### src/rtl/lpfd_pkg.sv
// types and constants shared by the length-prefixed frame deframer
`timescale 1ns / 1ps

package lpfd_pkg;

  localparam int unsigned BYTE_W  = 8;
  localparam int unsigned WORD_W  = 32;
  localparam int unsigned POS_W   = 4;
  localparam int unsigned IDX_W   = 3;
  localparam int unsigned OUT_DATA_W = 2 * WORD_W + BYTE_W;
  localparam int unsigned OUT_USER_W = 2;

  localparam logic [WORD_W-1:0] HDR_BYTES = 32'd8;

  // header positions
  localparam logic [IDX_W-1:0] POS_LEN_FIRST = 3'd0;
  localparam logic [IDX_W-1:0] POS_LEN_LAST  = 3'd3;
  localparam logic [IDX_W-1:0] POS_EVT_FIRST = 3'd4;
  localparam logic [IDX_W-1:0] POS_EVT_LAST  = 3'd7;
  localparam logic [POS_W-1:0] POS_PAYLOAD   = 4'd8;

  // tuser bit positions on the result channel
  localparam int unsigned USER_EMPTY = 0;
  localparam int unsigned USER_ERROR = 1;

  typedef struct packed {
    logic [POS_W-1:0]  hdr_pos;
    logic [WORD_W-1:0] total_len;
    logic [WORD_W-1:0] frame_event;
    logic [WORD_W-1:0] remaining;
  } lpfd_state_t;

  typedef struct packed {
    logic [WORD_W-1:0] event_number;
    logic [WORD_W-1:0] payload_length;
    logic [BYTE_W-1:0] payload_byte;
    logic              frame_last;
    logic              empty_frame;
    logic              length_error;
  } lpfd_result_t;

endpackage

### src/rtl/lpfd_parser.sv
// header parse and payload tagging for one received byte
`timescale 1ns / 1ps

module lpfd_parser (
  input  lpfd_pkg::lpfd_state_t              state,
  input  logic [lpfd_pkg::BYTE_W-1:0]        rx_byte,
  output lpfd_pkg::lpfd_state_t              state_nxt,
  output logic                               res_valid,
  output lpfd_pkg::lpfd_result_t             res
);
  import lpfd_pkg::*;

  logic              in_payload;
  logic [IDX_W-1:0]  pos;
  logic [WORD_W-1:0] len_asm;
  logic [WORD_W-1:0] evt_asm;
  logic [WORD_W-1:0] plen;
  logic [POS_W-1:0]  pos_inc;

  assign in_payload = (state.hdr_pos >= POS_PAYLOAD) && (state.remaining != '0);
  // stray or finished payload phase restarts the header
  assign pos      = (state.hdr_pos >= POS_PAYLOAD) ? POS_LEN_FIRST : state.hdr_pos[IDX_W-1:0];
  assign pos_inc  = {1'b0, pos} + POS_W'(1);
  assign len_asm  = (pos == POS_LEN_FIRST) ? WORD_W'(rx_byte)
                                           : {state.total_len[WORD_W-BYTE_W-1:0], rx_byte};
  assign evt_asm  = (pos == POS_EVT_FIRST) ? WORD_W'(rx_byte)
                                           : {state.frame_event[WORD_W-BYTE_W-1:0], rx_byte};
  assign plen     = state.total_len - HDR_BYTES;

  always_comb begin
    state_nxt = state;
    res_valid = 1'b0;
    res       = '0;
    if (in_payload) begin
      res_valid          = 1'b1;
      res.event_number   = state.frame_event;
      res.payload_length = plen;
      res.payload_byte   = rx_byte;
      res.frame_last     = (state.remaining == WORD_W'(1));
      state_nxt.remaining = state.remaining - WORD_W'(1);
      state_nxt.hdr_pos   = res.frame_last ? '0 : POS_PAYLOAD;
    end else if (pos <= POS_LEN_LAST) begin
      state_nxt.total_len = len_asm;
      state_nxt.hdr_pos   = pos_inc;
      if ((pos == POS_LEN_LAST) && (len_asm < HDR_BYTES)) begin
        // short length: drop the frame and report
        state_nxt        = '0;
        res_valid        = 1'b1;
        res.frame_last   = 1'b1;
        res.length_error = 1'b1;
      end
    end else begin
      state_nxt.frame_event = evt_asm;
      state_nxt.hdr_pos     = pos_inc;
      if (pos == POS_EVT_LAST) begin
        state_nxt.remaining = plen;
        if (plen == '0) begin
          state_nxt.hdr_pos  = '0;
          res_valid          = 1'b1;
          res.event_number   = evt_asm;
          res.frame_last     = 1'b1;
          res.empty_frame    = 1'b1;
        end else begin
          state_nxt.hdr_pos = POS_PAYLOAD;
        end
      end
    end
  end

endmodule

### src/rtl/length_prefixed_frame_deframer.sv
// top level of the length-prefixed frame deframer
`timescale 1ns / 1ps

// Usage
//   in_*  : received byte stream, one byte per transaction in in_tdata.
//   out_* : one transaction per payload byte, tagged with the frame's event
//           number and payload length; tlast marks the final byte of a frame.
//           tuser flags an empty frame (bit 0) or a short declared length
//           (bit 1); both give a single transaction with a zero data byte.
//   Header bytes give no output transaction.
// Timing
//   A byte is held in an input register, parsed by one pass of logic and its
//   result lands in the output register, which drives out_tvalid; a stall
//   on out_tready can hold a byte in the input register before that. One
//   byte per cycle is sustained while out_tready stays high.
// Reset
//   rst_n clears both register stages and the parser, which then expects the
//   first header byte.
// Back-pressure
//   While out_tready is low the output register holds its transaction; the
//   input register takes one more byte, and header bytes keep flowing since
//   they produce nothing. in_tready drops once a held byte needs the output.
module length_prefixed_frame_deframer (
  input  logic                                 clk,
  input  logic                                 rst_n,
  input  logic                                 in_tvalid,
  output logic                                 in_tready,
  input  logic [lpfd_pkg::BYTE_W-1:0]          in_tdata,   // rx_byte
  output logic                                 out_tvalid,
  input  logic                                 out_tready,
  // event_number, payload_length, payload_byte
  output logic [lpfd_pkg::OUT_DATA_W-1:0]      out_tdata,
  output logic                                 out_tlast,  // frame_last
  output logic [lpfd_pkg::OUT_USER_W-1:0]      out_tuser   // empty_frame, length_error
);
  import lpfd_pkg::*;

  logic              in_valid_r;
  logic [BYTE_W-1:0] in_byte_r;
  lpfd_state_t       state_r;
  lpfd_state_t       state_nxt;
  logic              res_valid;
  lpfd_result_t      res;
  logic              out_valid_r;
  lpfd_result_t      out_res_r;
  logic              out_free;
  logic              consume;

  lpfd_parser u_parser (
    .state     (state_r),
    .rx_byte   (in_byte_r),
    .state_nxt (state_nxt),
    .res_valid (res_valid),
    .res       (res)
  );

  assign out_free  = !out_valid_r || out_tready;
  assign consume   = in_valid_r && (!res_valid || out_free);
  assign in_tready = !in_valid_r || consume;

  always_ff @(posedge clk) begin
    if (!rst_n) begin
      in_valid_r <= 1'b0;
    end else if (in_tready) begin
      in_valid_r <= in_tvalid;
    end
  end

  always_ff @(posedge clk) begin
    if (in_tready && in_tvalid) begin
      in_byte_r <= in_tdata;
    end
  end

  always_ff @(posedge clk) begin
    if (!rst_n) begin
      state_r <= '0;
    end else if (consume) begin
      state_r <= state_nxt;
    end
  end

  always_ff @(posedge clk) begin
    if (!rst_n) begin
      out_valid_r <= 1'b0;
    end else if (out_free) begin
      out_valid_r <= consume && res_valid;
    end
  end

  always_ff @(posedge clk) begin
    if (out_free && consume && res_valid) begin
      out_res_r <= res;
    end
  end

  assign out_tvalid = out_valid_r;
  assign out_tdata  = {out_res_r.payload_byte, out_res_r.payload_length,
                       out_res_r.event_number};
  assign out_tlast  = out_res_r.frame_last;
  assign out_tuser  = {out_res_r.length_error, out_res_r.empty_frame};

endmodule

### config.mk
export PLATFORM = sky130hd
export DESIGN_NAME = length_prefixed_frame_deframer
export DESIGN_NICKNAME = d
export VERILOG_FILES = /design/src/rtl/lpfd_pkg.sv /design/src/rtl/lpfd_parser.sv /design/src/rtl/length_prefixed_frame_deframer.sv
export SDC_FILE = /design/constraint.sdc
export NUM_CORES = 1
export LEC_CHECK = 0
export ABC_AREA = 1
export BUFFER_PORTS_ARGS = -buffer_cell sky130_fd_sc_hd__clkbuf_2
export CAP_MARGIN = 40
export CORE_MARGIN = 4
export CORE_UTILIZATION = 66
export DETAILED_ROUTE_END_ITERATION = 8
export HOLD_SLACK_MARGIN = 0.05
export PLACE_DENSITY_LB_ADDON = 0.1
export SYNTH_ARGS = -nofsm -noshare
export SYNTH_HDL_FRONTEND = slang
export SYNTH_HIERARCHICAL = 1
export SYNTH_SLANG_ARGS = --single-unit
### constraint.sdc
create_clock -name clk -period 11.8 [get_ports clk]
set_clock_uncertainty 0.1 [all_clocks]
set_input_delay 1.77 -clock clk [delete_from_list [all_inputs] [get_ports clk]]
set_output_delay 1.77 -clock clk [all_outputs]
set_load 0.005 [all_outputs]
==> Word level (Yosys, flattened, before mapping) <==
Cells that the tools add are included.
{ "word_totals": {"ram_bits": 0, "reg_bits": 185, "latch_bits": 0, "memories": 0, "elab_cells": 75, "inputBits": 12, "mem_bits_ro": 0} }
{ "classes": {"n_eq_ne": 6, "reduce_logical": 22, "shift": 0, "n_bitwise": 3, "n_mux": 25, "multipliers": 0, "n_div": 0, "n_lt_le_gt_ge": 3, "n_addsub": 3} }
{ "op_table": {"columns": ["op", "n"], "rows": [
  ["$mux W32", 8],
  ["$mux W100", 1],
  ["$mux W64", 1],
  ["$eq A32 B1 Y1 const B", 1],
  ["$logic_not A32 Y1", 1],
  ["$lt A32 B4 Y1 const B", 1],
  ["$reduce_bool A32 Y1", 1],
  ["$sub A32 B1 Y32 const B", 1],
  ["$sub A32 B4 Y32 const B", 1],
  ["$mux W4", 5],
  ["$reduce_and A3 Y1", 3],
  ["$logic_and A1 B1 Y1", 7],
  ["$mux W1", 7],
  ["$eq A3 B3 Y1 const B", 2],
  ["$add A3 B1 Y4 const B", 1],
  ["$ge A4 B4 Y1 const B", 1],
  ["$mux W2", 2],
  ["$eq A3 B2 Y1 const B", 1],
  ["$le A3 B2 Y1 const B", 1],
  ["$logic_not A1 Y1", 3],
  ["$logic_not A3 Y1", 1],
  ["$logic_or A1 B1 Y1", 3],
  ["$mux W3", 1],
  ["$ne A3 B2 Y1 const B", 1],
  ["5 further kinds", 7]
]} }

==> Logic depth before layout (Yosys ltp) <==
{ "logic_depth": {"depth_word": 14, "mapped_depth": 23, "mapped_depth_nobuf": 19} }

==> Modules after synthesis <==
The synthesis kept the hierarchy.
{ "by_module_without_submodules": {"columns": ["mod", "area_per_inst_um2", "n_inst", "cells_each", "seq_area_each_um2"], "rows": [
  ["length_prefixed_frame_deframer", 7126.8, 1, 753, 4534.3],
  ["lpfd_parser", 4684.5, 1, 951, 0.0]
]} }

==> Worst setup path before layout <==
No wires, ideal clock.
{ "synth_path": {"kind": "register to register", "startpoint": "reg state_r[99] (netlist name)", "endpoint": "reg out_res_r (netlist bit out_tdata[0]), enable pin", "arrival_ps": 3952, "setup_slack_ps": 7319, "path_buffers": 3, "path_stages_with_launch": 20, "setup_ps": 429, "required_time_ps": 11271, "cell_sequence": "dfxtp_1 -> inv_2 -> nand2_2 -> inv_1 -> clkbuf_1 -> ha_1 -> clkbuf_1 -> nand2_1 -> nor2_1 -> nand2_1 -> nor2_1 -> nand2_1 -> nor2_1 -> nand2_1 -> nor3_2 -> nand3_4 -> buf_6 -> nand2_1 -> nand3_1 -> inv_1"} }
{ "synth_via": {"elab_chain_len": 14, "word_cells_on_any_way": 19} }
{ "synth_rtl": {"columns": ["item", "line", "rtl"], "rows": [
  ["start, declared", "length_prefixed_frame_deframer.sv:40", "lpfd_state_t state_r;"],
  ["start signal, assigned", "length_prefixed_frame_deframer.sv:79", "state_r <= state_nxt;"],
  ["$ge A4 B4 Y1 (*)", "lpfd_parser.sv:20, lpfd_parser.sv:22", null],
  ["$mux W3", "lpfd_parser.sv:22", "assign pos = (state.hdr_pos >= POS_PAYLOAD) ? POS_LEN_FIRST : state.hdr_pos[IDX_W-1:0];"],
  ["$logic_not A3 Y1", "lpfd_parser.sv:24", "assign len_asm = (pos == POS_LEN_FIRST) ? WORD_W'(rx_byte)"],
  ["$mux W32", "lpfd_parser.sv:24", null],
  ["$lt A32 B4 Y1", "lpfd_parser.sv:45", "if ((pos == POS_LEN_LAST) && (len_asm < HDR_BYTES)) begin"],
  ["$logic_and A1 B1 Y1", "lpfd_parser.sv:45", null],
  ["$mux W1", "lpfd_parser.sv:45", null],
  ["$mux W1", "lpfd_parser.sv:42", "end else if (pos <= POS_LEN_LAST) begin"],
  ["$mux W1 (*)", "lpfd_parser.sv:34", "if (in_payload) begin"],
  ["named net res_valid", "length_prefixed_frame_deframer.sv:42", "logic res_valid;"],
  ["$logic_not A1 Y1", "length_prefixed_frame_deframer.sv:58", "assign consume = in_valid_r && (!res_valid || out_free);"],
  ["$logic_or A1 B1 Y1", "length_prefixed_frame_deframer.sv:58", null],
  ["$logic_and A1 B1 Y1", "length_prefixed_frame_deframer.sv:58", null],
  ["$logic_and A1 B1 Y1", "length_prefixed_frame_deframer.sv:92", "if (out_free && consume && res_valid) begin"],
  ["$logic_and A1 B1 Y1 (*)", "length_prefixed_frame_deframer.sv:92", null],
  ["end signal, assigned", "length_prefixed_frame_deframer.sv:93", "out_res_r <= res;"],
  ["end, declared", "length_prefixed_frame_deframer.sv:45", "lpfd_result_t out_res_r;"]
]} }
The timed path passes the listed nets; every way through them passes the cells marked *.
A chain may end at the register's enable or synchronous reset.

==> Final worst setup path <==
{ "layout_path": {"startpoint": "reg state_r[99] (netlist name)", "endpoint": "out in_tready"} }
{ "layout_via": {"elab_chain_len": 13, "word_cells_on_any_way": 18} }
{ "layout_rtl": {"columns": ["item", "line", "rtl"], "rows": [
  ["$ge A4 B4 Y1 (*)", "lpfd_parser.sv:20, lpfd_parser.sv:22", null],
  ["$mux W3", "lpfd_parser.sv:22", null],
  ["$logic_not A3 Y1", "lpfd_parser.sv:24", null],
  ["$mux W32", "lpfd_parser.sv:24", null],
  ["$lt A32 B4 Y1", "lpfd_parser.sv:45", null],
  ["$logic_and A1 B1 Y1", "lpfd_parser.sv:45", null],
  ["$mux W1", "lpfd_parser.sv:45", null],
  ["$mux W1", "lpfd_parser.sv:42", null],
  ["$mux W1 (*)", "lpfd_parser.sv:34", null],
  ["named net res_valid", "length_prefixed_frame_deframer.sv:42", null],
  ["$logic_not A1 Y1 (*)", "length_prefixed_frame_deframer.sv:58", null],
  ["$logic_or A1 B1 Y1 (*)", "length_prefixed_frame_deframer.sv:58", null],
  ["$logic_and A1 B1 Y1 (*)", "length_prefixed_frame_deframer.sv:58", null],
  ["$logic_or A1 B1 Y1 (*)", "length_prefixed_frame_deframer.sv:59", "assign in_tready = !in_valid_r || consume;"],
  ["end, declared", "length_prefixed_frame_deframer.sv:27", "output logic in_tready,"]
]} }
Marked as above.

==> summary.txt <==
Status
  • Outcome: complete, no violations

Global routing
  • GRT Residual Overflow: 0
  • Largest net degree at the start of global routing: 94
  • Number of global-route vias before repair: 10546
  • First-pass GRT wire length: 53800 um
  • GRT Total Usage: 33.0%
  • Initial antenna violation count: 0

Clock network
  • Num CTS Buffers: 17
  • # clock sinks: 185
  • Post-CTS Hold Fix Bufs: 0
  • TritonCTS clock tree: yes
  • Clock Path Buffers: 2
  • H-Tree Depth: 4
  • Clock root buffer master: clkbuf_16
  • # resized after CTS: 0
  • Setup Buffers After CTS: 0
  • Clk Latency, worst-skew pair: 0.44 ns
  • Clock slew at reported path FFs: 0.07 ns

Place
  • IO Port Bufs: 88
  • GPL Wtd Cong: 0.967
  • Hpwl dp: 21700 um
  • Area after DPL: 12200 sq um
  • Post-placement cell count: 1925

Floorplanning
  • IO Pins: 89
  • Initial Util: 67.8%
  • Die Ht: 142 um
  • Total die area: 20100 sq um
  • Die width: 142 um
  • Rows: 48
  • Core area: 17400 sq um

Critical path
  • Critical path data required time: 9.93 ns
  • Crit. End Element: output pin
  • CP startpoint kind: flip-flop
  • Arr. time, crit path: 4.71 ns
  • Maximum fanout along the worst path: 80
  • WS Path Type: flip-flop to output pin

Timing
  • RSZ-0062 raised after global routing: no
  • Max frequency: 152 MHz
  • Final setup violation count: 0
  • Period minus WS final: 6.58 ns
  • Setup TNS: 0 ns
  • Fin. max-slew vios: 0
  • Final hold violations: 0
  • Final worst path period share: 55.8%
  • Worst-Margin Slew: 0.965 ns
  • Worst slew margin: 35.7%

Cells and area
  • Antenna Cells: 0
  • # fillers: 1413
  • Final Util: 73.3%
  • P&R area growth vs syn: 8.10%
  • Layout cells sized above 1: 11.1%
  • Post-Layout Cell Count: 1957
  • Post-route cell area: 12800 sq um
  • Nets: 1739

Power and ir drop
  • VDD IR max: 148 uV
  • Internal: 1150 uW
  • Switching share of power: 32.0%
  • Part of the power in registers: 43.5%
  • Net Switching: 541 uW
  • Clock power share: 35.9%
  • Leakage power: 0.00531 uW
  • Comb pwr share: 20.6%
  • Pwr dens: 132 nW/um^2

Synth
  • Synth Cell Area: 11800 sq um
  • Syn Nets: 1724
  • Synth top area cells: edfxtp_1 21%, dfxtp_1 17%, nand2_1 10%
  • Number of synthesized flops with an enable pin: 83
  • Syn avg cell area: 6.93 sq um
  • Prevailing post-synth register cell: dfxtp_1
  • Sequential-to-total area share from yosys stat: 38.4%
  • Yosys reg bits: 185
  • Biggest area consumer among synthesized cells: edfxtp_1
  • Async S/R FF share, synth: 0%
  • Mapped Cells: 1704
  • Yosys top cell area share: 21.1%
  • Ys Warns: 6
  • Count of cell types in the netlist: 41

Detailed routing
  • WL/cell: 17.0 um
  • Number of vias per cell: 6.04
  • DRT iter0 DRCs: 1543
  • # DRC: 0
  • Detailed Routing Iterations Pass 1: 6
  • Total number of vias: 11815
  • Post-route ant nets: 0
  • Post-Route WL: 33300 um

Job
  • Max_cap viols: 0

Worst hold path
  • Tightest Hold Check Type: flip-flop to flip-flop
## metal layers
metal	part of all wire [%]	track usage, %	vias up
li1	-	-	5630
met1	41	45.4	5384
met2	45	52.1	700
met3	10	5.29	101
met4	3.6	13.6	0
met5	0	0	-
## worst max-delay path, stage by stage (launching register included)
cell and delay [ns]:
dfxtp_1 0.35, inv_2 0.08, nand2_2 0.04, buf_4 0.38, inv_1 0.58, ha_1 0.25
buf_4 0.31, nand2_1 0.13, nor2_1 0.16, nand2_1 0.07, nor2_1 0.10, nand2_1 0.06
nor2_1 0.10, nand2_1 0.08, nor3_2 0.19, nand3_4 0.54, nand2_1 0.47, nand4_1 0.18
clkbuf_2 0.15
## power by group through the flow
stage	Combinational, uW	Sequential [uW]	Clock [uW]
4_1_cts	340	734	610
3_3_place_gp	325	748	0
6_report	348	735	607
2_1_floorplan	259	737	0
5_1_grt	387	739	640
3_5_place_dp	337	748	0
## area by class of cell
type	count	area [sq um]	area share [%]
Timing Repair Buffer	106	693	5.43
Tap cell	225	282	2.20
Sequential cell	185	4540	35.5
Clock inverter	13	180	1.41
Multi-Input combinational cell	1202	5870	45.9
Clock buffer	19	433	3.39
Inverter	207	777	6.09
## Yosys cell counts (all sizes together), types with 2 or more instances
library cell and count:
o21ai 98, nand4 23, dfxtp 102, buf 73, a31oi 4, clkbuf 37, o221ai 3, edfxtp 83
nor3 8, and2 3, xor2 18, nand2 328, inv 205, nand3 228, ha 8, clkinv 2
xnor2 9, a21oi 155, o211ai 46, a211oi 3, nor2 263, o31ai 2
## metrics by stage
stage               setup slack (ns)  hold WS (ns)  power, uW
floorplan                       7.32         0.352        997
global placement                6.06         0.361       1070
detailed placement              5.86         0.380       1090
CTS                             5.30         0.396       1680
global route                    4.87         0.456       1770
finish                          5.22         0.393       1690
## cell usage in the layout (no fill, tap or decap), types with 4 or more instances in the layout
cell and instances:
nor2_4 4, a31oi_1 4, xnor2_1 9, edfxtp_1 83, clkbuf_2 87, nand3_1 224, nor3_1 7, buf_4 11
a21oi_1 154, inv_1 199, nor2_1 253, clkbuf_16 17, nand2_1 325, inv_2 6, o21ai_0 67, nand4_1 22
o21ai_2 28, xor2_1 17, o211ai_1 46, dfxtp_1 101, ha_1 8, buf_16 4, nor2_2 6, inv_6 4
## path summary, 6_finish.rpt
check,cells past startpoint,end,from,slack (ns)
setup / recovery,18,in_tready,state_r[99],5.22
hold / removal,2,state_r[95],state_r[95],0.39
setup reg to reg,19,out_tdata[24],state_r[99],6.08
hold reg to reg,2,state_r[95],state_r[95],0.39
## cell families (layout without fill, tap and decap cells)
group	Yosys count	count (layout)	synth area share, %
AOI/OAI and AO/OA	313	313	15.5
xor gates and xnor gates	27	27	2.07
adders and majority gates	8	8	0.847
buffers and inverters	317	345	12.1
DFF	185	185	38.4
and+or+nand+nor	854	854	31.1
## flip-flops by register name, indices dropped and copies added (netlist names)
name	flops
in_byte_r	8
in_valid_r	1
out_tdata	72
out_tlast	1
out_tuser	2
out_tvalid	1
state_r	100
(Power assumes the default switching activity.)
